### config.mk
export PLATFORM = sky130hd
export DESIGN_NAME = rational_arithmetic_unit
export DESIGN_NICKNAME = d
export VERILOG_FILES = /design/src/rtl/core/rau_pkg.sv /design/src/rtl/core/rau_reduce.sv /design/src/rtl/core/rational_arithmetic_unit.sv
export SDC_FILE = /design/constraint.sdc
export NUM_CORES = 2
export LEC_CHECK = 0
export ABC_AREA = 1
export BUFFER_PORTS_ARGS = -buffer_cell sky130_fd_sc_hd__clkbuf_2
export CORE_ASPECT_RATIO = 0.7
export CORE_MARGIN = 5
export CORE_UTILIZATION = 45
export CTS_BUF_LIST = sky130_fd_sc_hd__clkbuf_4 sky130_fd_sc_hd__clkbuf_8 sky130_fd_sc_hd__clkbuf_16
export CTS_CLUSTER_SIZE = 14
export DETAILED_ROUTE_END_ITERATION = 10
export PLACE_DENSITY = 0.61
export SLEW_MARGIN = 40
export SYNTH_ARGS = -nofsm -noshare
export SYNTH_HDL_FRONTEND = slang
export SYNTH_SLANG_ARGS = --single-unit
### constraint.sdc
create_clock -name clk_i -period 8.9 [get_ports clk_i]
set_clock_uncertainty 0.05 [all_clocks]
set_input_delay 0.445 -clock clk_i [delete_from_list [all_inputs] [get_ports clk_i]]
set_output_delay 0.445 -clock clk_i [all_outputs]
set_load 0.02 [all_outputs]
### src/rtl/core/rau_pkg.sv
// Shared widths, operation codes and state types of the rational arithmetic unit.
// Uses nothing; every other file imports it.
`timescale 1ns / 1ps
package rau_pkg;
  localparam int unsigned OPW = 16;           // operand width
  localparam int unsigned PW  = 2 * OPW;      // product and magnitude width
  localparam int unsigned NW  = PW + 1;       // result numerator width
  localparam int unsigned DW  = PW - 1;       // result denominator width
  localparam int unsigned CW  = $clog2(PW);   // step and shift counter width

  typedef enum logic [1:0] {
    OP_ADD = 2'd0,
    OP_SUB = 2'd1,
    OP_MUL = 2'd2,
    OP_DIV = 2'd3
  } op_e;

  typedef enum logic [2:0] {
    ST_IDLE,
    ST_MUL,
    ST_FORM,
    ST_REDUCE,
    ST_DONE
  } top_state_e;

  typedef enum logic [1:0] {
    RS_IDLE,
    RS_TWOS,
    RS_GCD,
    RS_DIV
  } red_state_e;
endpackage

### src/rtl/core/rau_reduce.sv
// Reduction engine: binary gcd of two positive magnitudes, then exact division of
// both by the gcd with two restoring dividers stepped together. Depends on rau_pkg.
`timescale 1ns / 1ps
module rau_reduce import rau_pkg::*; (
  input  logic          clk_i,
  input  logic          rst_ni,
  input  logic          start_i,
  input  logic [PW-1:0] x_i,
  input  logic [PW-1:0] y_i,
  output logic          done_o,
  output logic [PW-1:0] qx_o,
  output logic [PW-1:0] qy_o
);
  red_state_e    state_q, state_d;
  logic [PW-1:0] x_q, x_d, y_q, y_d;
  logic [PW-1:0] dx_q, dx_d, dy_q, dy_d;
  logic [PW:0]   rx_q, rx_d, ry_q, ry_d;
  logic [PW-1:0] g_q, g_d;
  logic [CW-1:0] k_q, k_d, cnt_q, cnt_d;
  logic          done_q, done_d;
  logic [PW:0]   shx, shy;

  always_ff @(posedge clk_i or negedge rst_ni) begin
    if (!rst_ni) begin
      state_q <= RS_IDLE;
      done_q  <= 1'b0;
      k_q     <= '0;
      cnt_q   <= '0;
    end else begin
      state_q <= state_d;
      done_q  <= done_d;
      k_q     <= k_d;
      cnt_q   <= cnt_d;
    end
  end

  always_ff @(posedge clk_i) begin
    x_q  <= x_d;
    y_q  <= y_d;
    dx_q <= dx_d;
    dy_q <= dy_d;
    rx_q <= rx_d;
    ry_q <= ry_d;
    g_q  <= g_d;
  end

  always_comb begin
    state_d = state_q;
    done_d  = 1'b0;
    x_d = x_q; y_d = y_q; dx_d = dx_q; dy_d = dy_q;
    rx_d = rx_q; ry_d = ry_q; g_d = g_q;
    k_d = k_q; cnt_d = cnt_q;
    shx = {rx_q[PW-1:0], dx_q[PW-1]};
    shy = {ry_q[PW-1:0], dy_q[PW-1]};
    unique case (state_q)
      RS_IDLE: begin
        if (start_i) begin
          x_d = x_i; y_d = y_i; dx_d = x_i; dy_d = y_i;
          k_d = '0;
          state_d = RS_TWOS;
        end
      end
      RS_TWOS: begin
        // strip the common power of two
        if (!x_q[0] && !y_q[0]) begin
          x_d = x_q >> 1;
          y_d = y_q >> 1;
          k_d = k_q + 1'b1;
        end else begin
          state_d = RS_GCD;
        end
      end
      RS_GCD: begin
        priority if (x_q == '0) begin
          g_d = y_q << k_q;
          state_d = RS_DIV;
        end else if (y_q == '0) begin
          g_d = x_q << k_q;
          state_d = RS_DIV;
        end else if (!x_q[0]) begin
          x_d = x_q >> 1;
        end else if (!y_q[0]) begin
          y_d = y_q >> 1;
        end else if (x_q >= y_q) begin
          x_d = x_q - y_q;
        end else begin
          y_d = y_q - x_q;
        end
        rx_d = '0; ry_d = '0; cnt_d = '0;
      end
      RS_DIV: begin
        // one quotient bit per cycle for both dividends
        if (shx >= {1'b0, g_q}) begin
          rx_d = shx - {1'b0, g_q};
          dx_d = {dx_q[PW-2:0], 1'b1};
        end else begin
          rx_d = shx;
          dx_d = {dx_q[PW-2:0], 1'b0};
        end
        if (shy >= {1'b0, g_q}) begin
          ry_d = shy - {1'b0, g_q};
          dy_d = {dy_q[PW-2:0], 1'b1};
        end else begin
          ry_d = shy;
          dy_d = {dy_q[PW-2:0], 1'b0};
        end
        cnt_d = cnt_q + 1'b1;
        if (cnt_q == CW'(PW - 1)) begin
          done_d  = 1'b1;
          state_d = RS_IDLE;
        end
      end
      default: state_d = RS_IDLE;
    endcase
  end

  assign done_o = done_q;
  assign qx_o   = dx_q;
  assign qy_o   = dy_q;
endmodule

### src/rtl/core/rational_arithmetic_unit.sv
// Rational arithmetic unit: one item in flight; busy_o is high from the start transfer
// until the result strobe. The run time is set by the binary gcd loop (data dependent)
// plus a 32-step division by the gcd, after the passes through the shared multiplier.
// Error items strobe in the cycle after the start transfer and zero results after the
// multiplier passes and the form state. Reset clears the sequencer only.
// The result is shown for one cycle on res_valid_o and the receiver cannot stall it.
`timescale 1ns / 1ps
module rational_arithmetic_unit import rau_pkg::*; (
  input  logic                  clk_i,
  input  logic                  rst_ni,
  input  logic                  start_i,
  output logic                  busy_o,
  input  logic [1:0]            operation_i,
  input  logic signed [OPW-1:0] a_num_i,
  input  logic signed [OPW-1:0] a_den_i,
  input  logic signed [OPW-1:0] b_num_i,
  input  logic signed [OPW-1:0] b_den_i,
  output logic                  res_valid_o,
  output logic signed [NW-1:0]  res_num_o,
  output logic [DW-1:0]         res_den_o,
  output logic                  div_error_o
);
  top_state_e           state_q, state_d;
  logic [1:0]           idx_q, idx_d;
  op_e                  op_q;
  logic signed [OPW-1:0] an_q, ad_q, bn_q, bd_q;
  logic signed [PW-1:0] p_q [3];
  logic signed [OPW-1:0] m_a, m_b;
  logic signed [PW-1:0] prod;
  logic signed [NW-1:0] num_raw, num_fix;
  logic signed [PW-1:0] den_raw, den_fix;
  logic [PW-1:0]        mag;
  logic                 neg_q;
  logic                 red_start, red_done;
  logic [PW-1:0]        qx, qy;
  logic signed [NW-1:0] res_num_q;
  logic [DW-1:0]        res_den_q;
  logic                 err_q;
  logic                 in_err;

  // Reject zero denominators and division by a zero numerator up front.
  assign in_err = (a_den_i == '0) || (b_den_i == '0) ||
                  ((op_e'(operation_i) == OP_DIV) && (b_num_i == '0));

  always_ff @(posedge clk_i or negedge rst_ni) begin
    if (!rst_ni) begin
      state_q <= ST_IDLE;
      idx_q   <= '0;
    end else begin
      state_q <= state_d;
      idx_q   <= idx_d;
    end
  end

  always_comb begin
    state_d   = state_q;
    idx_d     = idx_q;
    red_start = 1'b0;
    unique case (state_q)
      ST_IDLE: begin
        if (start_i) begin
          idx_d   = '0;
          state_d = in_err ? ST_DONE : ST_MUL;
        end
      end
      ST_MUL: begin
        // three passes through the one multiplier
        idx_d = idx_q + 1'b1;
        if (idx_q == 2'd2) state_d = ST_FORM;
      end
      ST_FORM: begin
        if (num_fix == '0) begin
          state_d = ST_DONE;
        end else begin
          red_start = 1'b1;
          state_d   = ST_REDUCE;
        end
      end
      ST_REDUCE: begin
        if (red_done) state_d = ST_DONE;
      end
      ST_DONE: state_d = ST_IDLE;
      default: state_d = ST_IDLE;
    endcase
  end

  // Operand select for the shared multiplier.
  always_comb begin
    m_a = an_q;
    m_b = bd_q;
    unique case (idx_q)
      2'd0: begin
        m_a = an_q;
        m_b = (op_q == OP_MUL) ? bn_q : bd_q;
      end
      2'd1: begin
        m_a = ad_q;
        m_b = ((op_q == OP_ADD) || (op_q == OP_SUB)) ? bn_q : ((op_q == OP_MUL) ? bd_q : bn_q);
        if ((op_q == OP_ADD) || (op_q == OP_SUB)) m_a = bn_q;
        if ((op_q == OP_ADD) || (op_q == OP_SUB)) m_b = ad_q;
      end
      default: begin
        m_a = ad_q;
        m_b = bd_q;
      end
    endcase
  end

  assign prod = m_a * m_b;

  // Combine the products into one fraction, then move the sign to the numerator.
  always_comb begin
    unique case (op_q)
      OP_ADD: begin
        num_raw = NW'(p_q[0]) + NW'(p_q[1]);
        den_raw = p_q[2];
      end
      OP_SUB: begin
        num_raw = NW'(p_q[0]) - NW'(p_q[1]);
        den_raw = p_q[2];
      end
      default: begin
        num_raw = NW'(p_q[0]);
        den_raw = p_q[1];
      end
    endcase
    num_fix = den_raw[PW-1] ? -num_raw : num_raw;
    den_fix = den_raw[PW-1] ? -den_raw : den_raw;
    mag     = num_fix[NW-1] ? PW'(-num_fix) : PW'(num_fix);
  end

  always_ff @(posedge clk_i) begin
    if ((state_q == ST_IDLE) && start_i) begin
      op_q <= op_e'(operation_i);
      an_q <= a_num_i;
      ad_q <= a_den_i;
      bn_q <= b_num_i;
      bd_q <= b_den_i;
      // error result is 0/0
      res_num_q <= '0;
      res_den_q <= '0;
      err_q     <= in_err;
    end
    if (state_q == ST_MUL) p_q[idx_q] <= prod;
    if (state_q == ST_FORM) begin
      neg_q <= num_fix[NW-1];
      // zero result is 0/1
      res_num_q <= '0;
      res_den_q <= DW'(1);
      err_q     <= 1'b0;
    end
    if ((state_q == ST_REDUCE) && red_done) begin
      res_num_q <= neg_q ? -NW'(qx) : NW'(qx);
      res_den_q <= qy[DW-1:0];
    end
  end

  rau_reduce u_reduce (
    .clk_i   (clk_i),
    .rst_ni  (rst_ni),
    .start_i (red_start),
    .x_i     (mag),
    .y_i     (den_fix),
    .done_o  (red_done),
    .qx_o    (qx),
    .qy_o    (qy)
  );

  assign busy_o      = (state_q != ST_IDLE);
  assign res_valid_o = (state_q == ST_DONE);
  assign res_num_o   = res_num_q;
  assign res_den_o   = res_den_q;
  assign div_error_o = err_q;

`ifndef ASSERT_OFF
  a_den_zero_iff_err: assert property (@(posedge clk_i) disable iff (!rst_ni)
    res_valid_o |-> ((res_den_o == '0) == div_error_o))
    else $error("denominator zero does not match error flag");
  a_err_num_zero: assert property (@(posedge clk_i) disable iff (!rst_ni)
    (res_valid_o && div_error_o) |-> (res_num_o == '0))
    else $error("error result has nonzero numerator");
  a_busy_after_start: assert property (@(posedge clk_i) disable iff (!rst_ni)
    (start_i && !busy_o) |=> busy_o)
    else $error("start transfer did not raise busy");
  a_strobe_single: assert property (@(posedge clk_i) disable iff (!rst_ni)
    res_valid_o |=> !res_valid_o)
    else $error("result strobe longer than one cycle");
`endif
endmodule
==> load_flow_metrics.sql <==
INSERT INTO impl_metrics (metric_group, metric, value, unit) VALUES
('synthesis', 'synthCells', '5582', ''),
('timing', 'report.final.setup_viol', '0', ''),
('timing', 'least_margin_pin_slew', '0.990', 'ns'),
('placed_design', 'gp_routability_congestion', '1.00', ''),
('clock_network', 'clockRootBuffer', 'sky130_fd_sc_hd__clkbuf_16', ''),
('grt', 'number_of_antenna_violations_at_the_first_check_in_global_routing', '2', ''),
('flow_run', 'max-cap-violations', '0', ''),
('pwr', 'pwr_density_cell', '98.0', 'nW/um^2'),
('floorplan', 'die-width', '385', 'microns'),
('floorplan', 'chipHeight', '272', 'microns'),
('timing', 'hold_slack', '0.0318', 'ns'),
('route', 'vias_post_dr', '38778', ''),
('synthesis', 'yosys.area.top_type', 'sky130_fd_sc_hd__edfxtp_1', ''),
('grt', 'gr-usage-all-layers', '0.289', ''),
('placed_design', 'dpl_worst_slack', '0.478', 'ns'),
('clock_network', 'path_clk_slew', '0.06', 'ns'),
('route', 'drt-total-wl', '154000', 'microns'),
('hold_path', 'hp-class', 'in -> reg', ''),
('clock_network', 'cts_inserted_buffers', '53', ''),
('timing', 'drv_slew', '0', ''),
('synthesis', 'syn_std_cell_area', '44300', 'sq um'),
('synthesis', 'ys_types', '74', ''),
('route', 'ant_nets', '0', ''),
('cells_and_area', 'n_antenna_cell', '0', ''),
('cells_and_area', 'final_cell_area', '49000', 'sq um'),
('pwr', 'leakagePower', '21.7', 'nW'),
('floorplan', 'core_region_area', '97800', 'sq um'),
('pwr', 'ir_drop', '164', 'uV'),
('cells_and_area', 'synthToLayoutAreaGrowth', '10.8', '%'),
('synthesis', 'synth.net_count', '6176', ''),
('synthesis', 'seq_area_frac_synth', '0.317', ''),
('run_status', 'result_of_the_run', 'finished clean', ''),
('synthesis', 'synth_area_per_cell', '7.93', 'sq um'),
('synthesis', 'ys_dominant_reg_cell', 'sky130_fd_sc_hd__edfxtp_1', ''),
('grt', 'grt_start_max_net_pins', '72', ''),
('cells_and_area', 'final_cell_mix', 'sky130_fd_sc_hd__nand2_1 (1129), sky130_fd_sc_hd__inv_1 (863), sky130_fd_sc_hd__nor2_1 (524)', ''),
('cells_and_area', 'final_common_cell', 'sky130_fd_sc_hd__nand2_1', ''),
('critical_path', 'cell_seen_most_often_among_critical_path_stages', 'sky130_fd_sc_hd__inv_1', ''),
('synthesis', 'synth_async_sr_flop_share', '0.0383', ''),
('placed_design', 'dpl.hpwl', '124000', 'microns'),
('route', 'detailedRoute.firstIterationViolations', '3946', ''),
('cells_and_area', 'finish.net_count', '6319', ''),
('clock_network', 'postCtsSetupBuffers', '0', ''),
('critical_path', 'cp_max_fo', '20', ''),
('timing', 'setup_ws', '0.589', 'ns'),
('cells_and_area', 'fill_cells', '9641', ''),
('placed_design', 'placedInstanceArea', '46500', 'sq um'),
('floorplan', 'initial_utilization', '0.453', ''),
('route', 'post_drt_wl_per_cell', '21.7', 'microns'),
('critical_path', 'cp_data_required_time', '9.29', 'ns'),
('clock_network', 'cts_tree', 'yes', ''),
('clock_network', 'numClockSinks', '470', ''),
('cells_and_area', 'layout.area.seq', '14000', 'sq um'),
('critical_path', 'endpoint_kind', 'register', ''),
('timing', 'max_clock_freq', '0.120', 'GHz'),
('grt', 'first_global_vias', '36555', ''),
('timing', 'fin_crit', '8.31', 'ns'),
('synthesis', 'synth_seq_cells', '470', ''),
('cells_and_area', 'multiInputGateArea', '26200', 'sq um'),
('timing', 'fin_tns_setup', '0', 'ns'),
('critical_path', 'setup.worst_path.start_class', 'register', ''),
('synthesis', 'netlist.area_leader.share', '0.306', ''),
('timing', 'slew-limit-headroom', '0.338', ''),
('grt', 'grt-ovfl-total', '0', ''),
('clock_network', 'cts_max_level', '2', ''),
('route', 'detail_route.drc_violations', '0', ''),
('timing', 'unrepaired_setup_endpoints_after_global_routing', 'no', ''),
('route', 'dr.pass1.iters', '8', ''),
('floorplan', 'row_count', '96', ''),
('synthesis', 'synth_enable_flop_cells', '451', ''),
('critical_path', 'timing.critical_path.slowest_cell_delay', '0.54', 'ns');
==> kinds of logic after synthesis <==
group                      after synthesis  synth area share
AOI/OAI and AO/OA                     1102             0.138
muxes                                   11           0.00249
xor gates and xnor gates               238            0.0480
adders and majority gates              525             0.194
buffers and inverters                 1096            0.0957
DFF                                    470             0.317
and+or+nand+nor                       2140             0.206
==> area by class of cell <==
cell class / count / area share
multi-input cells: 4016 / 0.533
flip-flops and latches: 470 / 0.286
inverters: 907 / 0.0694
repair buffers: 277 / 0.0395
well taps: 1323 / 0.0338
clock buffers: 66 / 0.0297
clock inverters: 33 / 0.00839
==> Yosys cell counts, drive strengths merged (2+ instances only) <==
cell type  count
a211oi         6
a21boi         5
a21o           6
a21oi        387
a221o          5
a221oi         2
a22o           3
a22oi         24
a311oi         4
a31oi         39
buf           51
clkbuf       138
clkinv        15
dfrtp         18
edfxtp       451
fa           267
ha           258
inv          892
mux2i         11
nand2       1172
nand3        211
nand3b        10
nand4         49
nor2         562
nor3          60
nor3b          4
nor4          40
o2111ai        5
o211ai        30
o21a          21
o21ai        508
o21bai        10
o221ai        25
o22ai          9
o31ai          5
o32ai          2
o41ai          2
or2           28
xnor2         83
xor2         155
==> state kept, by name (all words and copies together), names as in the netlist, 2 cells and up <==
| signal | flops |
|---|---|
| u_reduce.y_q | 32 |
| u_reduce.x_q | 32 |
| ad_q | 16 |
| bd_q | 16 |
| u_reduce.qx_o | 32 |
| res_num_o | 33 |
| idx_q | 2 |
| res_den_o | 31 |
| state_q | 3 |
| bn_q | 16 |
| an_q | 16 |
| u_reduce.k_q | 5 |
| u_reduce.cnt_q | 5 |
| op_q | 2 |
| u_reduce.ry_q | 32 |
| u_reduce.rx_q | 32 |
| u_reduce.g_q | 32 |
| u_reduce.qy_o | 32 |
| p_q | 96 |
| u_reduce.state_q | 2 |
==> worst max-delay path, delay by kind of cell, from the launching register on <==
kind            cells  cell delay [ns]
simple gates        5             0.52
flops               1             0.37
buf+inv             8             1.30
fa+ha+maj           8             3.59
xor+xnor            1             0.22
compound gates     10             2.06
==> final timing paths <==
kind                            startpoint         endpoint  slack, ns  cells past startpoint
hold reg to reg            u_reduce.done_o       state_q[1]       0.44                      1
setup reg to reg                  idx_q[1]       p_q[2][31]       0.59                     32
max in group asynchronous           rst_ni       state_q[1]       8.03                      2
setup / recovery                  idx_q[1]       p_q[2][31]       0.59                     32
min in group asynchronous           rst_ni  u_reduce.k_q[3]       0.36                      2
hold / removal                  b_num_i[8]          bn_q[8]       0.03                      1
==> layer usage <==
layer | up-vias | share of wire | GRT usage
met3 | 160 | 0.10 | 0.0777
li1 | 18604 | - | -
met2 | 1552 | 0.38 | 0.391
met4 | 0 | 0.025 | 0.0673
met5 | - | 0 | 0
met1 | 18462 | 0.49 | 0.454
==> per-stage QoR <==
stage / util / power (mW) / instances
6_report: 0.502 / 4.81 / 7092
5_1_grt: 0.502 / 4.95 / 7092
4_1_cts: 0.501 / 4.85 / 7092
3_5_place_dp: 0.476 / 2.46 / 6927
3_3_place_gp: 0.475 / 2.46 / 6926
2_1_floorplan: - / 2.44 / 5582
==> what timing repair did <==
item                                    CTS  global route
gates resized for setup                   0             3
hold buffers                             66             0
endpoints found under the hold margin    83             0
endpoints found under the setup margin    0             3
==> where the power goes <==
part | internal [mW] | switching (mW) | total [mW]
combinational | 0.0302 | 0.0183 | 0.0485
sequential | 2.39 | 0 | 2.39
clock | 1.38 | 0.991 | 2.37
total | 3.80 | 1.01 | 4.81
No activity file was read; power rests on OpenSTA's default activity.
